$ cat src/design/clt_pkg.sv
package clt_pkg;

   // Longest token (word or number) in characters.
   localparam int MAX_TOKEN_LEN = 12;
   // Keyword entries in use; the ROM has KW_SLOTS places.
   localparam int KEYWORD_COUNT = 21;
   localparam int KW_SLOTS = 32;
   // Default response queue depth, at least 2.
   localparam int RSP_DEPTH_DEFAULT = 4;

   // Response kinds.
   localparam logic [2:0] K_CMD = 3'd0;
   localparam logic [2:0] K_NUM = 3'd1;
   localparam logic [2:0] K_NEG = 3'd2;
   localparam logic [2:0] K_EOL = 3'd3;
   localparam logic [2:0] K_BAD = 3'd4;
   localparam logic [2:0] K_UNK = 3'd5;

   typedef struct packed {
      logic [7:0] ch;
      logic       line_end;
   } req_type;

   typedef struct packed {
      logic [2:0]  kind;
      logic [4:0]  command;
      logic [15:0] number;
      logic        last;
   } rsp_type;

   // Up to two responses per request.
   typedef struct packed {
      logic [1:0] count;
      rsp_type    first;
      rsp_type    second;
   } push_type;

   typedef enum logic [3:0] {
      MODE_IDLE   = 4'b0001,
      MODE_WORD   = 4'b0010,
      MODE_NUMBER = 4'b0100,
      MODE_MINUS  = 4'b1000
   } mode_type;

   typedef struct packed {
      logic [7:0] k0;
      logic [7:0] k1;
      logic [3:0] len;
   } kw_type;

   typedef struct packed {
      logic       hit;
      logic [4:0] idx;
   } kw_hit_type;

   function automatic kw_type kw_entry(input logic [4:0] idx);
      kw_type e;
      case (idx)
         5'd0:    e = '{"o", "f", 4'd3};
         5'd1:    e = '{"o", "n", 4'd2};
         5'd2:    e = '{"l", "e", 4'd3};
         5'd3:    e = '{"r", "e", 4'd3};
         5'd4:    e = '{"g", "r", 4'd5};
         5'd5:    e = '{"d", "1", 4'd3};
         5'd6:    e = '{"s", "e", 4'd3};
         5'd7:    e = '{"b", "l", 4'd5};
         5'd8:    e = '{"l", "e", 4'd4};
         5'd9:    e = '{"s", "t", 4'd6};
         5'd10:   e = '{"h", "e", 4'd4};
         5'd11:   e = '{"v", "e", 4'd7};
         5'd12:   e = '{"r", "g", 4'd2};
         5'd13:   e = '{"c", "l", 4'd5};
         5'd14:   e = '{"a", "d", 4'd3};
         5'd15:   e = '{"t", "e", 4'd4};
         5'd16:   e = '{"h", "i", 4'd7};
         5'd17:   e = '{"e", "e", 4'd6};
         5'd18:   e = '{"m", "a", 4'd3};
         5'd19:   e = '{"m", "i", 4'd3};
         5'd20:   e = '{"r", "g", 4'd3};
         default: e = '0;
      endcase
      return e;
   endfunction

   // Parallel match; lowest index wins.
   function automatic kw_hit_type kw_lookup(input logic [7:0] k0, input logic [7:0] k1,
                                            input logic [3:0] len);
      kw_hit_type r;
      kw_type     e;
      r = '0;
      for (int i = KW_SLOTS - 1; i >= 0; i--) begin
         e = kw_entry(5'(i));
         if (i < KEYWORD_COUNT && e.k0 == k0 && e.k1 == k1 && e.len == len) begin
            r.hit = 1'b1;
            r.idx = 5'(i);
         end
      end
      return r;
   endfunction

endpackage

$ cat src/design/clt_scan.sv
module clt_scan (
   input  logic              clock,
   input  logic              reset,
   input  logic              step,
   input  clt_pkg::req_type  item,
   output clt_pkg::push_type push
);

   clt_pkg::mode_type mode_ff, mode_in;
   logic              discard_ff, discard_in;
   logic [7:0]        first_ff, first_in;
   logic [7:0]        second_ff, second_in;
   logic [3:0]        token_len_ff, token_len_in;
   logic [15:0]       acc_ff, acc_in;

   logic [7:0]          c;
   logic [7:0]          c_low;
   logic                is_end;
   logic                is_letter;
   logic                is_digit;
   logic                is_minus;
   logic                len_full;
   logic [15:0]         acc_step;
   clt_pkg::kw_hit_type kw;
   clt_pkg::rsp_type    flush_rsp;
   logic                flush_unknown;
   clt_pkg::rsp_type    eol_rsp;
   clt_pkg::rsp_type    bad_rsp;
   clt_pkg::rsp_type    neg_rsp;
   logic                add;
   logic                acc_load;
   logic                clear;
   logic                bad;

   assign c         = item.ch;
   assign is_end    = item.line_end || (c == 8'h00);
   assign is_letter = (c >= "a" && c <= "z") || (c >= "A" && c <= "Z");
   assign is_digit  = (c >= "0" && c <= "9");
   assign is_minus  = (c == "-");
   assign c_low     = (c >= "A" && c <= "Z") ? c + 8'd32 : c;
   assign len_full  = token_len_ff >= 4'(clt_pkg::MAX_TOKEN_LEN);
   // acc * 10 + digit, wraps at 16 bits
   assign acc_step  = (acc_ff << 3) + (acc_ff << 1) + {12'd0, c[3:0]};

   assign kw = clt_pkg::kw_lookup(first_ff, second_ff, token_len_ff);

   assign eol_rsp = '{kind: clt_pkg::K_EOL, command: 5'd0, number: 16'd0, last: 1'b1};
   assign bad_rsp = '{kind: clt_pkg::K_BAD, command: 5'd0, number: 16'd0, last: 1'b1};
   assign neg_rsp = '{kind: clt_pkg::K_NEG, command: 5'd0, number: 16'd0, last: 1'b0};

   always_comb begin
      flush_unknown = 1'b0;
      if (mode_ff == clt_pkg::MODE_NUMBER) begin
         flush_rsp = '{kind: clt_pkg::K_NUM, command: 5'd0, number: acc_ff, last: 1'b0};
      end else if (kw.hit) begin
         flush_rsp = '{kind: clt_pkg::K_CMD, command: kw.idx, number: 16'd0, last: 1'b0};
      end else begin
         flush_rsp = '{kind: clt_pkg::K_UNK, command: 5'd0, number: 16'd0, last: 1'b1};
         flush_unknown = 1'b1;
      end
   end

   always_comb begin
      mode_in      = mode_ff;
      discard_in   = discard_ff;
      first_in     = first_ff;
      second_in    = second_ff;
      token_len_in = token_len_ff;
      acc_in       = acc_ff;
      push         = '0;
      add          = 1'b0;
      acc_load     = 1'b0;
      clear        = 1'b0;
      bad          = 1'b0;

      if (step) begin
         if (is_end) begin
            if (!discard_ff) begin
               if (token_len_ff != 4'd0) begin
                  push.first = flush_rsp;
                  push.count = 2'd1;
                  if (!flush_unknown) begin
                     push.second = eol_rsp;
                     push.count  = 2'd2;
                  end
               end else begin
                  push.first = eol_rsp;
                  push.count = 2'd1;
               end
            end
            mode_in    = clt_pkg::MODE_IDLE;
            discard_in = 1'b0;
            clear      = 1'b1;
         end else if (!discard_ff) begin
            unique case (mode_ff)
               clt_pkg::MODE_IDLE: begin
                  if (is_letter) begin
                     add     = 1'b1;
                     mode_in = clt_pkg::MODE_WORD;
                  end else if (is_digit) begin
                     add      = 1'b1;
                     acc_load = 1'b1;
                     mode_in  = clt_pkg::MODE_NUMBER;
                  end else if (is_minus) begin
                     push.first = neg_rsp;
                     push.count = 2'd1;
                     mode_in    = clt_pkg::MODE_MINUS;
                  end
               end
               clt_pkg::MODE_WORD: begin
                  if (is_letter || is_digit) begin
                     if (len_full) bad = 1'b1;
                     else add = 1'b1;
                  end else if (is_minus) begin
                     bad = 1'b1;
                  end else begin
                     push.first = flush_rsp;
                     push.count = 2'd1;
                     if (flush_unknown) discard_in = 1'b1;
                     mode_in = clt_pkg::MODE_IDLE;
                     clear   = 1'b1;
                  end
               end
               clt_pkg::MODE_NUMBER: begin
                  if (is_digit) begin
                     if (len_full) bad = 1'b1;
                     else begin
                        add      = 1'b1;
                        acc_load = 1'b1;
                     end
                  end else if (is_letter || is_minus) begin
                     bad = 1'b1;
                  end else begin
                     push.first = flush_rsp;
                     push.count = 2'd1;
                     mode_in    = clt_pkg::MODE_IDLE;
                     clear      = 1'b1;
                  end
               end
               clt_pkg::MODE_MINUS: begin
                  if (is_digit) begin
                     add      = 1'b1;
                     acc_load = 1'b1;
                     mode_in  = clt_pkg::MODE_NUMBER;
                  end else begin
                     bad = 1'b1;
                  end
               end
               default: bad = 1'b1;
            endcase
         end
      end

      if (bad) begin
         push.first = bad_rsp;
         push.count = 2'd1;
         discard_in = 1'b1;
         mode_in    = clt_pkg::MODE_IDLE;
         clear      = 1'b1;
      end
      if (acc_load) acc_in = acc_step;
      if (add) begin
         if (token_len_ff == 4'd0) first_in = c_low;
         if (token_len_ff == 4'd1) second_in = c_low;
         token_len_in = token_len_ff + 4'd1;
      end
      if (clear) begin
         first_in     = 8'd0;
         second_in    = 8'd0;
         token_len_in = 4'd0;
         acc_in       = 16'd0;
      end
   end

   always_ff @(posedge clock) begin
      if (reset) begin
         mode_ff      <= clt_pkg::MODE_IDLE;
         discard_ff   <= 1'b0;
         first_ff     <= 8'd0;
         second_ff    <= 8'd0;
         token_len_ff <= 4'd0;
         acc_ff       <= 16'd0;
      end else begin
         mode_ff      <= mode_in;
         discard_ff   <= discard_in;
         first_ff     <= first_in;
         second_ff    <= second_in;
         token_len_ff <= token_len_in;
         acc_ff       <= acc_in;
      end
   end

   // line end always leaves a clean, idle tokenizer
   assert property (@(posedge clock) disable iff (reset)
      step && is_end |=> !discard_ff && mode_ff == clt_pkg::MODE_IDLE && token_len_ff == 4'd0)
      else $error("tokenizer not cleared after line end");

   // while discarding no token is held
   assert property (@(posedge clock) disable iff (reset)
      discard_ff |-> mode_ff == clt_pkg::MODE_IDLE && token_len_ff == 4'd0 && acc_ff == 16'd0)
      else $error("token state held while discarding");

   // a closing response is never followed by another in the same request
   assert property (@(posedge clock) disable iff (reset)
      push.count != 2'd0 && push.first.last |-> push.count == 2'd1)
      else $error("response pushed after a closing response");

endmodule

$ cat src/design/clt_rsp_fifo.sv
module clt_rsp_fifo #(
   parameter int DEPTH = clt_pkg::RSP_DEPTH_DEFAULT
) (
   input  logic              clock,
   input  logic              reset,
   input  clt_pkg::push_type push,
   input  logic              pop,
   output logic              room2,
   output logic              rsp_valid,
   output clt_pkg::rsp_type  rsp_item
);

   localparam int PW = $clog2(DEPTH);
   localparam int CW = $clog2(DEPTH + 1);

   clt_pkg::rsp_type entries_ff [DEPTH];
   logic [PW-1:0]    rd_ptr_ff, rd_ptr_in;
   logic [PW-1:0]    wr_ptr_ff, wr_ptr_in;
   logic [CW-1:0]    count_ff, count_in;
   logic [PW-1:0]    wr_ptr_next;

   function automatic logic [PW-1:0] ptr_inc(input logic [PW-1:0] p);
      logic [PW-1:0] r;
      if (p == PW'(DEPTH - 1)) r = '0;
      else r = p + 1'b1;
      return r;
   endfunction

   assign wr_ptr_next = ptr_inc(wr_ptr_ff);
   assign room2       = count_ff <= CW'(DEPTH - 2);
   assign rsp_valid   = count_ff != '0;
   assign rsp_item    = entries_ff[rd_ptr_ff];

   always_comb begin
      case (push.count)
         2'd1:    wr_ptr_in = wr_ptr_next;
         2'd2:    wr_ptr_in = ptr_inc(wr_ptr_next);
         default: wr_ptr_in = wr_ptr_ff;
      endcase
      rd_ptr_in = pop ? ptr_inc(rd_ptr_ff) : rd_ptr_ff;
      count_in  = count_ff + CW'(push.count) - CW'(pop);
   end

   always_ff @(posedge clock) begin
      if (push.count != 2'd0) entries_ff[wr_ptr_ff] <= push.first;
      if (push.count == 2'd2) entries_ff[wr_ptr_next] <= push.second;
   end

   always_ff @(posedge clock) begin
      if (reset) begin
         rd_ptr_ff <= '0;
         wr_ptr_ff <= '0;
         count_ff  <= '0;
      end else begin
         rd_ptr_ff <= rd_ptr_in;
         wr_ptr_ff <= wr_ptr_in;
         count_ff  <= count_in;
      end
   end

   // pushes only arrive when two slots are free
   assert property (@(posedge clock) disable iff (reset)
      push.count != 2'd0 |-> count_ff <= CW'(DEPTH - 2))
      else $error("response queue overrun");

endmodule

$ cat src/design/command_line_tokenizer_core.sv
// Path: an accepted request waits in the input register; when it steps, its
//   responses enter the response queue, a line end's second one after the first.
// Throughput: one request per cycle while the queue can take two responses, else
//   the request stalls; the response queue has RSP_DEPTH entries.
// Reset (synchronous, active high): tokenizer idle with no token, discard off,
//   input register and response queue empty.
module command_line_tokenizer_core #(
   parameter int RSP_DEPTH = clt_pkg::RSP_DEPTH_DEFAULT
) (
   input  logic             clock,
   input  logic             reset,
   input  logic             req_valid,
   output logic             req_stall,
   input  clt_pkg::req_type req_item,
   output logic             rsp_valid,
   input  logic             rsp_stall,
   output clt_pkg::rsp_type rsp_item
);

   // Input register: holds one request until the tokenizer can take it.
   logic              in_valid_ff;
   clt_pkg::req_type  in_ff;
   logic              room2;
   logic              step;
   logic              pop;
   clt_pkg::push_type push;

   // A request steps the tokenizer only when the queue can take two responses,
   // so a line end with a pending token never overflows it.
   assign step      = in_valid_ff && room2;
   // Stall comes from registered state only, never from req_valid.
   assign req_stall = in_valid_ff && !room2;
   assign pop       = rsp_valid && !rsp_stall;

   always_ff @(posedge clock) begin
      if (reset) begin
         in_valid_ff <= 1'b0;
      end else if (!req_stall) begin
         in_valid_ff <= req_valid;
      end
   end

   always_ff @(posedge clock) begin
      if (!req_stall && req_valid) in_ff <= req_item;
   end

   // Character class, action decode, token state and keyword match.
   clt_scan u_scan (
      .clock (clock),
      .reset (reset),
      .step  (step),
      .item  (in_ff),
      .push  (push)
   );

   // Response queue: up to two writes a cycle, one read.
   clt_rsp_fifo #(
      .DEPTH (RSP_DEPTH)
   ) u_rsp_fifo (
      .clock     (clock),
      .reset     (reset),
      .push      (push),
      .pop       (pop),
      .room2     (room2),
      .rsp_valid (rsp_valid),
      .rsp_item  (rsp_item)
   );

   // a stalled request stays in the input register
   assert property (@(posedge clock) disable iff (reset)
      req_stall |=> in_valid_ff && $stable(in_ff))
      else $error("held request lost from input register");

   // nothing is pushed without a request being stepped
   assert property (@(posedge clock) disable iff (reset)
      !step |-> push.count == 2'd0)
      else $error("response pushed without a request");

endmodule

$ cat config.mk
export PLATFORM = sky130hd
export DESIGN_NAME = command_line_tokenizer_core
export DESIGN_NICKNAME = d
export VERILOG_FILES = /design/src/design/clt_pkg.sv /design/src/design/clt_scan.sv /design/src/design/clt_rsp_fifo.sv /design/src/design/command_line_tokenizer_core.sv
export SDC_FILE = /design/constraint.sdc
export NUM_CORES = 1
export LEC_CHECK = 0
export ABC_AREA = 1
export BUFFER_PORTS_ARGS = -buffer_cell sky130_fd_sc_hd__clkbuf_2
export CORE_MARGIN = 5
export CORE_UTILIZATION = 50
export CTS_BUF_LIST = sky130_fd_sc_hd__clkbuf_4 sky130_fd_sc_hd__clkbuf_8
export DETAILED_ROUTE_END_ITERATION = 8
export PLACE_DENSITY = 0.68
export SLEW_MARGIN = 20
export SYNTH_ARGS = -nofsm -noshare
export SYNTH_HDL_FRONTEND = slang
export SYNTH_HIERARCHICAL = 1
export SYNTH_SLANG_ARGS = --single-unit
$ cat constraint.sdc
create_clock -name clock -period 11.95 [get_ports clock]
set_clock_uncertainty 0.05 [all_clocks]
set_input_delay 1.195 -clock clock [delete_from_list [all_inputs] [get_ports clock]]
set_output_delay 1.195 -clock clock [all_outputs]
set_load 0.05 [all_outputs]
### Yosys cells after proc, flatten, opt, wreduce, memory -nomap -nowiden

Memories as Yosys holds them, arrays and structs flattened. A register that Yosys moved wholly into a read port is not among the register bits.
Cells that the tools add are included.

| operators by class | value |
|---|---|
| $add $sub $neg | 9 |
| $lt $le $gt $ge | 8 |
| eq/ne operators | 49 |
| multiplexer cells | 106 |
| reductions and logical operators | 67 |

Operators by type and width:

| cell | number |
|---|---|
| $mux W27 | 8 |
| $eq A7 B8 Y1 const A | 24 |
| $mux W6 | 21 |
| $mux W52 | 2 |
| $pmux W27 S3 | 1 |
| $mux W26 | 3 |
| $mux W25 | 3 |
| $mux W24 | 2 |
| $logic_and A1 B1 Y1 | 47 |
| $mux W1 | 43 |
| $mux W4 | 10 |
| $add A16 B16 Y16 | 1 |
| $add A16 B4 Y16 | 1 |
| $eq A3 B4 Y1 const A | 4 |
| $ge A8 B7 Y1 const B | 2 |
| $le A8 B7 Y1 const B | 2 |
| $pmux W4 S4 | 1 |
| $mux W2 | 6 |
| $ne A3 B2 Y1 const B | 4 |
| $reduce_and A9 Y1 | 1 |
| $add A8 B6 Y8 const B | 1 |
| $eq A2 B2 Y1 const B | 4 |
| $eq A2 B4 Y1 const A | 2 |
| $eq A4 B1 Y1 const B | 2 |
| 32 further kinds | 44 |

| storage, ports and cells | value |
|---|---|
| flip-flop bits (word level) | 58 |
| bits in writable memories | 100 |
| input port bits | 13 |
| output and inout bits | 27 |
| word-level logic and storage cells | 252 |
| memories | 1 |

Memory list:

| name | words | bits a word | rd ports | clocked after Yosys merged registers in | wr ports | RTL line | source |
|---|---|---|---|---|---|---|---|
| u_rsp_fifo.entries_ff | 4 | 25 | 1 | 1 | 2 | clt_rsp_fifo.sv:16 | `clt_pkg::rsp_type entries_ff [DEPTH];` |

### Depth between registers and ports, before layout

| depth | value |
|---|---|
| depth after elaboration | 36 |
| gate-level depth with buffers | 25 |

### By module

Netlist, hierarchy kept.

By module, submodules not included:

| module | instances | cells an instance | area each (um^2) |
|---|---|---|---|
| clt_rsp_fifo | 1 | 563 | 5287.6 |
| clt_scan | 1 | 715 | 4443.0 |
| command_line_tokenizer_core | 1 | 20 | 334.1 |

### Least setup slack after synthesis

No wires, ideal clock.

| timing | value |
|---|---|
| path kind | reg-to-reg |
| start | register u_scan.token_len_ff[1] |
| end | memory u_rsp_fifo/entries_ff[0][0] in the netlist's numbering, enable pin |
| library setup time | 442 ps |
| data arrival time | 4018 ps |
| data required time | 11458 ps |
| path slack | 7441 ps |
| cell stages (with the launch flop) | 22 |
| buffers on the path | 1 |
| cells stage by stage | dfxtp_1 -> inv_1 -> ha_1 -> clkbuf_1 -> nand3_1 -> inv_1 -> nand2_1 -> nor2_1 -> nand2_1 -> nand2_1 -> nor2_1 -> nand2_1 -> nor2_1 -> nand3_1 -> nand2_1 -> nand2_1 -> nand2_1 -> nand2_1 -> nand2_1 -> inv_1 -> ha_1 -> o21ai_0 |

RTL lines:

| what | RTL line | source |
|---|---|---|
| start, declared | clt_scan.sv:13 | `logic [3:0] token_len_ff, token_len_in;` |
| start signal, assigned | clt_scan.sv:188 | `token_len_ff <= token_len_in;` |
| end, declared | clt_rsp_fifo.sv:16 |  |

==> impl_metrics.yaml <==
status:
  outcome: "complete, no violations"
worst_setup_path:
  worst-path-buf-inv: 3
  worst_path_largest_cell_delay_ns: 0.54
  critical_path_arrival_ns: 4.15
  slowest_stage: "nor4_1"
  path_max_fanout: 51
  cp_data_required_time_ns: 12.04
  cp_cell_sequence: "nor2_1 -> nand2_1 -> nor4_1 -> nor2_1 -> nand3_1 -> nand2_1 -> nand2_1 -> nand2_1 -> nand2_1 -> nand2_1 -> inv_1 -> ha_1 -> nand2_1 -> buf_4 -> o21ai_2 -> buf_4"
  cpMostUsedCell: "nand2_1"
  critPathKind: "flop to flop"
  critPathLaunchType: "flop"
  r2r_slack_ns: 7.89
  critPathTopFamily: "simple AND/OR/NAND/NOR gates"
  end_kind: "flop"
cells_and_area:
  layout-drive-gt1-share: 0.1115
  num_antenna_cells: 0
  nFillCells: 1904
  utilization: 0.5479
  ff_latch_area_mm2: 0.004294
  mostFrequentLayoutCells: "nand2_1, o21ai_0, nor2_1"
  final_nets: 1373
  multi_input_area_mm2: 0.004868
  final_common_cell: "nand2_1"
  synthToLayoutAreaGrowth_pct: 6.999
global_route:
  grt_pass1_vias: 7794
  grt.total_usage: 0.1982
  grt_pass1_wl_mm: 38.17
  overflow: 0
  grt_max_degree: 52
  antenna_found_initial: 0
sta:
  fmax_ghz: 0.2461
  whs_ns: 0.4614
  worst_pin_slew_ns: 0.7937
  slew-limit-headroom: 0.4703
  hold_viol: 0
  drv_slew: 0
  min_period_ns: 4.063
  grt_setup_unrepaired: "false"
  setup_viol: 0
  fin_crit_sh: 0.3400
  setup_tns_ns: 0
floorplanning:
  die_w_um: 151.9
  row_count: 51
  die-area_mm2: 0.02307
  die_h_um: 151.9
  core_area_mm2: 0.01965
  ios: 40
  start_util: 0.5121
clock_network:
  clk_pin_slew_worst_paths_ns: 0.10
  cts_tree: "yes"
  cts.sinks: 160
  root_buffer: "clkbuf_8"
  clockBufferDepth: 2
  insertion_delay_ns: 0.46
  cts_resized: 0
  htree_levels: 4
  cts_hold_buffers: 0
  cts_setup_buffers: 0
  cts_buffers: 17
route:
  drt_pass1_iterations: 6
  avgViaCountPerCell: 5.243
  drt_wl_total_mm: 23.02
  drc: 0
  wl_per_cell_um: 14.46
  vias: 8347
  drtIter0Drc: 571
  ant_nets: 0
synthesis:
  synth_area_mm2: 0.01006
  synth_seq_area_share: 0.4267
  avgSynthCellArea_um2: 7.754
  synth_edf_count: 109
  synth_warnings: 6
  yosysUniqueCellTypes: 46
  synth-async-reset-ratio: 0
  synth-seq-cells: 160
  synth_ff_type: "edfxtp_1"
  netlist_instances: 1298
placement:
  io_buffer_count: 39
  hpwl_mm: 16.44
  place.gp.congestion: 0.9187
job:
  cap_violations: 0
hold_path:
  hp-class: "flop to flop"
power_and_ir_drop:
  ir_drop_v: 0.00007044
  p_per_area_mw_per_mm2: 157.5
  cellLeakagePower_nw: 4.194
-- worst paths after layout --
check	cells past startpoint	from	endpoint
setup reg to reg	16	u_scan/token_len_ff[2]	u_rsp_fifo/entries_ff[0][0]
hold / removal	2	u_scan/first_ff[6]	u_scan/first_ff[6]
hold reg to reg	2	u_scan/first_ff[6]	u_scan/first_ff[6]
setup / recovery	16	u_scan/token_len_ff[2]	u_rsp_fifo/entries_ff[0][0]
-- state kept, by name, indices dropped and copies added (netlist names), named ones only --
signal                 flops
u_scan/first_ff            8
in_valid_ff                1
u_rsp_fifo/wr_ptr_ff       2
u_rsp_fifo/rd_ptr_ff       2
u_scan/mode_ff             4
u_scan/acc_ff             16
u_rsp_fifo/entries_ff    100
u_scan/second_ff           8
in_ff                      9
u_scan/discard_ff          1
u_rsp_fifo/count_ff        3
u_scan/token_len_ff        4
-- through the flow --
step | area (µm²) | total power, W | cells | setup slack (ns)
detailed placement | 10310 | 0.001253 | 1560 | 7.922
CTS | 10770 | 0.001710 | 1592 | 7.896
finish | 10770 | 0.001696 | 1592 | 7.887
global placement | 10310 | 0.001245 | 1560 | 8.037
floorplan | 10140 | 0.001127 | 1319 | 7.441
global route | 10770 | 0.001790 | 1592 | 7.469
-- Yosys cell counts, drive strengths merged, types with 2 or more instances --
cell type,n,area (µm²)
nand3,66,360.3
nand4,22,150.1
buf,55,387.9
xnor2,4,35.03
or2,2,12.52
nor2,170,679.4
inv,142,533.0
nor2b,5,31.28
o22ai,25,156.4
nor3,11,60.06
clkbuf,19,71.32
a21o,2,15.01
a31oi,3,33.78
fa,3,60.06
o21ai,175,879.6
a22oi,5,37.54
o31ai,2,15.01
edfxtp,109,3273
xor2,12,105.1
nand2,308,1184
nor4,2,12.51
a21oi,54,360.3
dfxtp,51,1021
ha,43,538.0
nor3b,2,15.01
-- metal layers --
metal  part of all wire  track usage
met5                  0            0
met4              0.012      0.05308
met3              0.046      0.03039
met2               0.46       0.3268
met1               0.48       0.2741
-- power breakdown --
part / internal, W / total, W / switching (W)
Combinational: 0.000133 / 0.000577 / 0.000444
Clock: 0.000236 / 0.000459 / 0.000223
Sequential: 0.000637 / 0.000659 / 0.0000222
-- final cells by class --
cell class                 count  share of cell area
multi-input combinational    942              0.4521
sequential                   160              0.3987
inverter                     143             0.04984
tap                          265             0.03079
timing repair buffer          50             0.02579
clock buffer                  17             0.02173
clock inverter                15             0.02103
-- cells by family (layout without fill, tap and decap cells) --
logic type      after synthesis  in the layout  share of synthesized area
buf+inv                     217            225                    0.09896
fa+ha+maj                    46             46                    0.05942
flops                       160            160                     0.4267
xor+xnor                     16             16                    0.01392
simple gates                589            589                     0.2495
other cells                   1             22                  0.0003726
compound gates              269            269                     0.1512
-- worst register-to-register path, stage by stage (launching register included) --
cell     delay [ns]
dfxtp_1        0.40
nor2_1         0.52
nand2_1        0.28
nor4_1         0.54
nor2_1         0.15
nand3_1        0.15
nand2_1        0.07
nand2_1        0.06
nand2_1        0.07
nand2_1        0.06
nand2_1        0.06
inv_1          0.09
ha_1           0.26
nand2_1        0.07
buf_4          0.28
o21ai_2        0.26
buf_4          0.37
Note: power is estimated with default switching activity, not from simulation.
